--- config.mk ---
export PLATFORM = sky130hd
export DESIGN_NAME = template_code_tag_extractor_flat
export DESIGN_NICKNAME = d
export VERILOG_FILES = /design/src/tcte_pkg.sv /design/src/tcte_if.sv /design/src/tcte_front.sv /design/src/tcte_queue.sv /design/src/tcte_back.sv /design/src/template_code_tag_extractor.sv /design/src/flat_wrapper.sv
export SDC_FILE = /design/constraint.sdc
export NUM_CORES = 1
export LEC_CHECK = 0
export ABC_CLOCK_PERIOD_IN_PS = 9100
export BUFFER_PORTS_ARGS = -buffer_cell sky130_fd_sc_hd__buf_2
export CORE_ASPECT_RATIO = 0.9
export CORE_MARGIN = 5
export CORE_UTILIZATION = 37
export CTS_CLUSTER_DIAMETER = 150
export CTS_CLUSTER_SIZE = 40
export DETAILED_ROUTE_END_ITERATION = 10
export SLEW_MARGIN = 25
export SYNTH_ARGS = -nofsm -noshare
export SYNTH_HDL_FRONTEND = slang
export SYNTH_SLANG_ARGS = --single-unit
--- constraint.sdc ---
create_clock -name i_clk -period 9.1 [get_ports i_clk]
set_clock_uncertainty 0.05 [all_clocks]
set_input_delay 1.82 -clock i_clk [delete_from_list [all_inputs] [get_ports i_clk]]
set_output_delay 1.82 -clock i_clk [all_outputs]
set_load 0.02 [all_outputs]
--- src/tcte_pkg.sv ---
// Shared types and constants for the template code-tag extractor.
// Depends on nothing; every other file of the block uses it.

package tcte_pkg;

    // Template characters that steer the scan
    localparam logic [7:0] CH_LT   = 8'h3C;
    localparam logic [7:0] CH_PCT  = 8'h25;
    localparam logic [7:0] CH_GT   = 8'h3E;
    localparam logic [7:0] CH_DASH = 8'h2D;
    localparam logic [7:0] CH_EQ   = 8'h3D;
    localparam logic [7:0] CH_HASH = 8'h23;
    localparam logic [7:0] CH_NL   = 8'h0A;

    // Result and queue sizing
    localparam int LINE_OUT_W  = 24;
    localparam int MAX_RESULTS = 4;
    localparam int CNT_W       = $clog2(MAX_RESULTS + 1);
    localparam int IDX_W       = $clog2(MAX_RESULTS);
    localparam int Q_DEPTH     = 4;
    localparam int Q_PTR_W     = $clog2(Q_DEPTH);

    // Scan mode, one-hot
    typedef enum logic [2:0] {
        MODE_PLAIN = 3'b001,
        MODE_OUT   = 3'b010,
        MODE_EXEC  = 3'b100
    } t_mode;

    typedef enum logic {
        KIND_CODE = 1'b0,
        KIND_LINE = 1'b1
    } t_kind;

    // One result item
    typedef struct packed {
        t_kind                  kind;
        logic [7:0]             code_byte;
        logic [LINE_OUT_W-1:0]  line_number;
        logic                   from_output_tag;
    } t_result;

    // All results caused by one input item
    typedef struct packed {
        logic [CNT_W-1:0]                count;
        t_result [MAX_RESULTS-1:0]       res;
    } t_packet;

    // Front to queue
    typedef struct packed {
        logic    push;
        t_packet pkt;
    } t_qwr;

    // Queue to back
    typedef struct packed {
        logic    avail;
        t_packet pkt;
    } t_qrd;

endpackage

--- src/tcte_if.sv ---
// Valid/ready channel interfaces for the template code-tag extractor.
// Depends on tcte_pkg for the line-number width.

interface tcte_in_if;
    logic       valid;
    logic       ready;
    logic [7:0] in_byte;
    logic       end_of_input;

    modport source (output valid, output in_byte, output end_of_input, input ready);
    modport sink   (input valid, input in_byte, input end_of_input, output ready);
endinterface

interface tcte_out_if;
    logic                             valid;
    logic                             ready;
    logic                             result_kind;
    logic [7:0]                       code_byte;
    logic [tcte_pkg::LINE_OUT_W-1:0]  line_number;
    logic                             from_output_tag;
    logic                             last;

    modport source (output valid, output result_kind, output code_byte,
                     output line_number, output from_output_tag, output last,
                     input ready);
    modport sink   (input valid, input result_kind, input code_byte,
                     input line_number, input from_output_tag, input last,
                     output ready);
endinterface

--- src/tcte_front.sv ---
// Front end: look-ahead window, scan mode and line counter; classifies each
// item and builds the packet of its results. Depends on tcte_pkg, tcte_if.

module tcte_front import tcte_pkg::*; #(
    parameter int LINE_BITS = 24
) (
    input  logic       i_clk,
    input  logic       i_rst_n,
    tcte_in_if.sink    i_in,
    input  logic       i_q_ready,
    output t_qwr       o_qwr
);

    typedef struct packed {
        logic [2:0][7:0]      win;
        logic [1:0]           fill;
        t_mode                mode;
        logic [LINE_BITS-1:0] line;
    } t_scan;

    typedef struct packed {
        t_scan          st;
        logic [1:0]     n;
        t_result [1:0]  res;
    } t_dec;

    localparam t_scan SCAN_RESET = '{
        win:  '0,
        fill: 2'd0,
        mode: MODE_PLAIN,
        line: LINE_BITS'(1)
    };

    function automatic t_result make_code(input logic [7:0] byte_val);
        t_result r;
        r                 = '0;
        r.kind            = KIND_CODE;
        r.code_byte       = byte_val;
        return r;
    endfunction

    function automatic t_result make_line(input logic [LINE_BITS-1:0] line,
                                          input logic flag);
        t_result r;
        r                 = '0;
        r.kind            = KIND_LINE;
        r.line_number     = LINE_OUT_W'(line);
        r.from_output_tag = flag;
        return r;
    endfunction

    function automatic logic [LINE_BITS-1:0] sat_inc(input logic [LINE_BITS-1:0] l);
        return (l == '1) ? l : l + 1'b1;
    endfunction

    // Decide the byte at the head of the window
    function automatic t_dec decide(input t_scan s);
        t_dec       d;
        logic [7:0] a;
        logic [7:0] b;
        logic [7:0] c;
        logic       has2;
        logic       has3;
        logic       flag;
        logic [1:0] drop;
        d      = '0;
        d.st   = s;
        a      = s.win[0];
        b      = s.win[1];
        c      = s.win[2];
        has2   = (s.fill >= 2'd2);
        has3   = (s.fill == 2'd3);
        flag   = (s.mode == MODE_OUT);
        drop   = 2'd1;
        if (s.mode == MODE_OUT || s.mode == MODE_EXEC) begin
            if (has2 && a == CH_PCT && b == CH_GT) begin
                drop = 2'd2;
            end else if (has3 && a == CH_DASH && b == CH_PCT && c == CH_GT) begin
                drop = 2'd3;
            end
            if (drop != 2'd1) begin
                // Close the tag with a newline and its line record
                d.res[0]  = make_code(CH_NL);
                d.res[1]  = make_line(s.line, flag);
                d.n       = 2'd2;
                d.st.mode = MODE_PLAIN;
            end else begin
                d.res[0] = make_code(a);
                d.n      = 2'd1;
                if (a == CH_NL) begin
                    d.res[1]  = make_line(s.line, flag);
                    d.n       = 2'd2;
                    d.st.line = sat_inc(s.line);
                end
            end
        end else begin
            if (has2 && a == CH_LT && b == CH_PCT && has3 &&
                (c == CH_EQ || c == CH_DASH)) begin
                d.st.mode = MODE_OUT;
                drop      = 2'd3;
            end else if (has2 && a == CH_LT && b == CH_PCT &&
                         !(has3 && c == CH_HASH)) begin
                d.st.mode = MODE_EXEC;
                drop      = 2'd2;
            end else if (a == CH_NL) begin
                d.st.line = sat_inc(s.line);
            end
        end
        // Shift the window
        if (drop > s.fill) begin
            drop = s.fill;
        end
        case (drop)
            2'd1:    d.st.win = {8'h00, s.win[2], s.win[1]};
            2'd2:    d.st.win = {16'h0000, s.win[2]};
            2'd3:    d.st.win = '0;
            default: d.st.win = s.win;
        endcase
        d.st.fill = s.fill - drop;
        return d;
    endfunction

    t_scan            r_scan;
    t_scan            n_scan;
    t_scan            s_in;
    t_dec             dec1;
    t_dec             dec2;
    logic [1:0]       n1;
    logic [1:0]       n2;
    logic [CNT_W-1:0] cnt;
    t_packet          pkt;
    logic             accept;

    assign i_in.ready = i_q_ready;
    assign accept     = i_in.valid & i_in.ready;

    // Classify the item and collect its results
    always_comb begin
        s_in   = r_scan;
        n_scan = r_scan;
        n1     = 2'd0;
        n2     = 2'd0;
        dec2   = '0;
        if (!i_in.end_of_input) begin
            s_in.win[r_scan.fill] = i_in.in_byte;
            s_in.fill             = r_scan.fill + 2'd1;
            dec1                  = decide(s_in);
            if (s_in.fill == 2'd3) begin
                n_scan = dec1.st;
                n1     = dec1.n;
            end else begin
                n_scan = s_in;
            end
        end else begin
            // Flush the window, then return to the reset state
            dec1 = decide(r_scan);
            dec2 = decide(dec1.st);
            if (r_scan.fill != 2'd0) begin
                n1 = dec1.n;
                if (dec1.st.fill != 2'd0) begin
                    n2 = dec2.n;
                end
            end
            n_scan = SCAN_RESET;
        end

        pkt = '0;
        cnt = '0;
        for (int j = 0; j < 2; j++) begin
            if (2'(j) < n1) begin
                pkt.res[cnt[IDX_W-1:0]] = dec1.res[j];
                cnt = cnt + 1'b1;
            end
        end
        for (int j = 0; j < 2; j++) begin
            if (2'(j) < n2) begin
                pkt.res[cnt[IDX_W-1:0]] = dec2.res[j];
                cnt = cnt + 1'b1;
            end
        end
        pkt.count = cnt;
    end

    assign o_qwr.push = accept && (cnt != '0);
    assign o_qwr.pkt  = pkt;

    // Advance the scan state on each accepted item
    always_ff @(posedge i_clk) begin
        if (!i_rst_n) begin
            r_scan <= SCAN_RESET;
        end else if (accept) begin
            r_scan <= n_scan;
        end
    end

endmodule

--- src/tcte_queue.sv ---
// Short packet queue between front and back end.
// Depends on tcte_pkg.

module tcte_queue import tcte_pkg::*; (
    input  logic i_clk,
    input  logic i_rst_n,
    input  t_qwr i_qwr,
    output logic o_q_ready,
    output t_qrd o_qrd,
    input  logic i_pop
);

    t_packet            r_mem [Q_DEPTH];
    logic [Q_PTR_W-1:0] r_wr_ptr;
    logic [Q_PTR_W-1:0] r_rd_ptr;
    logic [Q_PTR_W:0]   r_count;
    logic               do_push;
    logic               do_pop;

    assign o_q_ready   = (r_count != (Q_PTR_W + 1)'(Q_DEPTH));
    assign o_qrd.avail = (r_count != '0);
    assign o_qrd.pkt   = r_mem[r_rd_ptr];
    assign do_push     = i_qwr.push && o_q_ready;
    assign do_pop      = i_pop && o_qrd.avail;

    // Store packets
    always_ff @(posedge i_clk) begin
        if (do_push) begin
            r_mem[r_wr_ptr] <= i_qwr.pkt;
        end
    end

    // Move pointers and occupancy
    always_ff @(posedge i_clk) begin
        if (!i_rst_n) begin
            r_wr_ptr <= '0;
            r_rd_ptr <= '0;
            r_count  <= '0;
        end else begin
            if (do_push) begin
                r_wr_ptr <= r_wr_ptr + 1'b1;
            end
            if (do_pop) begin
                r_rd_ptr <= r_rd_ptr + 1'b1;
            end
            case ({do_push, do_pop})
                2'b10:   r_count <= r_count + 1'b1;
                2'b01:   r_count <= r_count - 1'b1;
                default: r_count <= r_count;
            endcase
        end
    end

endmodule

--- src/tcte_back.sv ---
// Back end: walks the results of the head packet one item per cycle while the
// output is ready, and marks the final one. Depends on tcte_pkg, tcte_if.

module tcte_back import tcte_pkg::*; (
    input  logic        i_clk,
    input  logic        i_rst_n,
    input  t_qrd        i_qrd,
    output logic        o_pop,
    tcte_out_if.source  o_out
);

    logic [IDX_W-1:0] r_idx;
    t_result          cur;
    logic             is_last;
    logic             fire;

    assign cur     = i_qrd.pkt.res[r_idx];
    assign is_last = (CNT_W'(r_idx) == (i_qrd.pkt.count - CNT_W'(1)));
    assign fire    = o_out.valid & o_out.ready;
    assign o_pop   = fire & is_last;

    assign o_out.valid           = i_qrd.avail;
    assign o_out.result_kind     = cur.kind;
    assign o_out.code_byte       = cur.code_byte;
    assign o_out.line_number     = cur.line_number;
    assign o_out.from_output_tag = cur.from_output_tag;
    assign o_out.last            = is_last;

    // Step through the packet, back to the start after its final item
    always_ff @(posedge i_clk) begin
        if (!i_rst_n) begin
            r_idx <= '0;
        end else if (fire) begin
            r_idx <= is_last ? '0 : r_idx + 1'b1;
        end
    end

endmodule

--- src/template_code_tag_extractor.sv ---
// Template code-tag extractor, top level.
// An accepted item's results enter the queue as one packet, read at its head.
// Throughput: one item per cycle while items yield at most one result and the
// output is ready; the output port sets the rate, one result per cycle; items
// with more results (up to four on a flush) wait in a four-packet queue.
// Reset: synchronous active low; clears window, mode, line count and queue.

module template_code_tag_extractor import tcte_pkg::*; #(
    parameter int LINE_BITS = 24
) (
    input  logic        i_clk,
    input  logic        i_rst_n,
    tcte_in_if.sink     i_in,
    tcte_out_if.source  o_out
);

    t_qwr qwr;
    t_qrd qrd;
    logic q_ready;
    logic pop;

    // Classify items
    tcte_front #(
        .LINE_BITS (LINE_BITS)
    ) u_front (
        .i_clk     (i_clk),
        .i_rst_n   (i_rst_n),
        .i_in      (i_in),
        .i_q_ready (q_ready),
        .o_qwr     (qwr)
    );

    // Decouple front from back
    tcte_queue u_queue (
        .i_clk     (i_clk),
        .i_rst_n   (i_rst_n),
        .i_qwr     (qwr),
        .o_q_ready (q_ready),
        .o_qrd     (qrd),
        .i_pop     (pop)
    );

    // Emit results
    tcte_back u_back (
        .i_clk   (i_clk),
        .i_rst_n (i_rst_n),
        .i_qrd   (qrd),
        .o_pop   (pop),
        .o_out   (o_out)
    );

endmodule
--- src/flat_wrapper.sv ---
// flat-port wrapper written by rule: the top's interface ports become plain ports
module template_code_tag_extractor_flat import tcte_pkg::*;
#(
    parameter int LINE_BITS = 24
)
  (i_clk, i_rst_n, i_in_valid, i_in_in_byte, i_in_end_of_input, i_in_ready, o_out_valid, o_out_result_kind, o_out_code_byte, o_out_line_number, o_out_from_output_tag, o_out_last, o_out_ready);
  tcte_in_if i_in_i ();
  tcte_out_if o_out_i ();
  input  logic i_clk;
  input  logic i_rst_n;
  input wire logic [$bits(i_in_i.valid)-1:0] i_in_valid;
  input wire logic [$bits(i_in_i.in_byte)-1:0] i_in_in_byte;
  input wire logic [$bits(i_in_i.end_of_input)-1:0] i_in_end_of_input;
  output wire logic [$bits(i_in_i.ready)-1:0] i_in_ready;
  output wire logic [$bits(o_out_i.valid)-1:0] o_out_valid;
  output wire logic [$bits(o_out_i.result_kind)-1:0] o_out_result_kind;
  output wire logic [$bits(o_out_i.code_byte)-1:0] o_out_code_byte;
  output wire logic [$bits(o_out_i.line_number)-1:0] o_out_line_number;
  output wire logic [$bits(o_out_i.from_output_tag)-1:0] o_out_from_output_tag;
  output wire logic [$bits(o_out_i.last)-1:0] o_out_last;
  input wire logic [$bits(o_out_i.ready)-1:0] o_out_ready;
  assign i_in_i.valid = i_in_valid;
  assign i_in_i.in_byte = i_in_in_byte;
  assign i_in_i.end_of_input = i_in_end_of_input;
  assign i_in_ready = i_in_i.ready;
  assign o_out_valid = o_out_i.valid;
  assign o_out_result_kind = o_out_i.result_kind;
  assign o_out_code_byte = o_out_i.code_byte;
  assign o_out_line_number = o_out_i.line_number;
  assign o_out_from_output_tag = o_out_i.from_output_tag;
  assign o_out_last = o_out_i.last;
  assign o_out_i.ready = o_out_ready;
  template_code_tag_extractor #(.LINE_BITS(LINE_BITS)) u_core (.i_clk(i_clk), .i_rst_n(i_rst_n), .i_in(i_in_i), .o_out(o_out_i));
endmodule
==> flow_summary.toml <==
[die]
row_count = 94
fp.coreArea_sq_um = 73000
start_util_pct = 37.2
fp.dieW_um = 296
io_pins = 50
die_h_um = 267
die-area_sq_um = 79000

[timing]
worst_slack_ns = 1.53
setup_tns_ns = 0
min_period_ns = 7.57
hold_viol = 0
worst_pin_slew_ns = 1.04
post-route-period-util_pct = 83.2
max_clock_freq_mhz = 132
setup_viol = 0
drv_slew = 0
max_slew_margin_pct = 30.0
rsz0062_at_grt = "false"

[cells_and_area]
layout-drive-gt1-share_pct = 17.4
nNetsFinal = 1781
num-fill-cells = 6620
n_antenna_cell = 0
final_cell_mix = "edfxtp_1 (556), mux4_2 (173), nor2_1 (159)"
area_delta_synth_final_pct = 7.57
final_common_cell = "edfxtp_1"

[synthesis]
synth_edf_count = 556
synth.avg_cell_area_sq_um = 15.8
synth_mux_area_share_pct = 15.3
syn_area_sq_um = 27200
synth_top_family_by_area = "multiplexers"
synthArstFlopShare_pct = 0
synth.distinct_cells = 82
synthSimpleGateAreaFrac_pct = 8.76
syn_inst = 1721
synthFlopType = "edfxtp_1"
synth_compound_area_share_pct = 5.33
synth-seq-area-share_pct = 66.1
synth_xor_area_share_pct = 1.16
ys_ff_latch = 620
synthAdderAreaFrac_pct = 1.22
yosys_warnings = 0

[global_route]
grt_pass1_vias = 15300
grt_start_max_net_pins = 74
grt_overflow = 0
antenna_found_initial = 0
grt_usage_pct = 15.4
grt_first_pass_wirelength_mm = 94.8

[placed_design]
place_congestion = 0.853
dp_hpwl_mm = 38.3
dpl_worst_slack_ns = 1.56
port_buffers = 49

[clocking]
cts_made_buffers = 19
clock_latency_ns = 0.59
cts.sinks = 620
ctsHoldBuffers = 0
cts_root_buffer = "clkbuf_16"
post_cts_buffers = 0
cts-resized-gates = 0
h-tree-depth = 1
clk_pin_slew_worst_paths_ns = 0.14
tritoncts = "built"
clock_path_buffers = 3

[power]
p_leak_uw = 0.00886
power.net_switching_uw = 874
combPwrFrac_pct = 2.1
p_per_area_nw_per_um2 = 149
p_seq_share_pct = 70.1
swShare_pct = 20.0
clockPowerShare_pct = 27.8
p_int_uw = 3500
vdd_drop_max_v = 0.000113

[detailed_routing]
ant_nets = 0
wl_mm = 62.1
viasPerCell = 5.56
wl_per_cell_um = 22.9
route.detailed.drc = 0
drtIter0Drc = 1298
firstDrtPassIters = 7
via_count = 15100

[critical_path]
arrival_ns = 7.80
crit_path_end_kind = "flip-flop"
start_kind = "flip-flop"
crit_slowest_cell = "and2_4"
path_class = "reg -> reg"
path_cells = "or4b_4 -> nor4_1 -> a31oi_1 -> nor4bb_1 -> nand2_1 -> nand2_1 -> ha_1 -> nor2b_1 -> o211ai_1 -> o21a_1 -> inv_4 -> ha_1 -> xnor2_1 -> nand2_1 -> and3_1 -> and2_1 -> or2_2 -> ha_1 -> o21ai_0 -> a21oi_1 -> and2_4 -> buf_4"
cp.required_ns = 9.33
cp_max_fo = 45
slowest_delay_ns = 0.80

[job]
cap_viol_max_count = 0

[outcome]
outcome = "completed"

[hold_path]
hp-class = "reg -> reg"
-- area by class of cell --
cell class	count	area (sq um)	area share (%)
Multi-Input combinational cell	986	8770	30.0
Tap cell	960	1200	4.11
Sequential cell	620	18000	61.5
Timing Repair Buffer	76	596	2.04
Clock inverter	2	28.8	0.0984
Inverter	39	149	0.509
Clock buffer	32	524	1.79
-- kinds of logic (layout without fill, tap and decap cells) --
group           count (synthesis)  after routing
compound gates                216            216
xor+xnor                       36             36
other cells                     1             32
simple gates                  478            478
buf+inv                       146            149
mux                           198            198
flops                         620            620
fa+ha+maj                      26             26
-- worst max-delay path, delay by kind of cell, from the launching register on --
family                     cells  cell delay, ns
buffers and inverters          2            0.51
AOI/OAI and AO/OA              5            1.86
and+or+nand+nor               11            3.42
adders and majority gates      3            0.77
xor gates and xnor gates       1            0.20
DFF                            1            0.41
-- final timing paths --
kind                             start                           end  slack (ns)  cells after the start
max          u_core.u_front.r_scan[40]  u_core.u_queue.r_mem[1][123]        1.53                     22
min             u_core.u_back.r_idx[1]        u_core.u_back.r_idx[1]        0.46                      2
max reg2reg  u_core.u_front.r_scan[40]  u_core.u_queue.r_mem[1][123]        1.53                     22
min reg2reg     u_core.u_back.r_idx[1]        u_core.u_back.r_idx[1]        0.46                      2
-- power groups by stage --
stage / registers [uW] / logic [uW] / clock network [uW]
3_3_place_gp: 3130 / 90.7 / 0
2_1_floorplan: 3120 / 67.2 / 0
3_5_place_dp: 3130 / 90.7 / 0
5_1_grt: 3060 / 102 / 1350
6_report: 3060 / 93.4 / 1210
4_1_cts: 3060 / 91.3 / 1260
-- sequential cells by signal (all words and copies together), names as in the netlist, named ones only --
signal and cells:
u_core.u_queue.r_rd_ptr 2, u_core.u_queue.r_count 3, u_core.u_front.r_scan 53, u_core.u_back.r_idx 2, u_core.u_queue.r_wr_ptr 2, u_core.u_queue.r_mem 556
-- metrics by stage --
step	instances	power, uW	instance area, sq um	util, %	hold slack (ns)
2_1_floorplan	1752	3190	27300	-	0.418
3_3_place_gp	2679	3220	28700	39.2	0.433
3_5_place_dp	2679	3220	28700	39.2	0.433
4_1_cts	2713	4410	29200	40.0	0.470
5_1_grt	2715	4520	29300	40.1	0.482
6_report	2715	4370	29300	40.1	0.463
-- metal layers --
layer  global-route usage, %  routed length (um)
met1                    22.8               28200
met2                    25.4               29900
met3                    1.96                3170
met4                    2.03                 759
met5                       0                   0
-- Yosys cell counts, drive strengths merged, types with 28 or more instances --
cell    number  area (sq um)
nor2b       29           181
nor2       159           597
inv         39           149
o21ai       67           335
nand3       40           200
mux4       173          3900
xnor2       28           245
dfxtp       64          1280
a21oi       32           160
edfxtp     556         16700
clkbuf      79           297
buf         28           133
nor3        45           230
nand2       84           315
(Power assumes the default switching activity.)
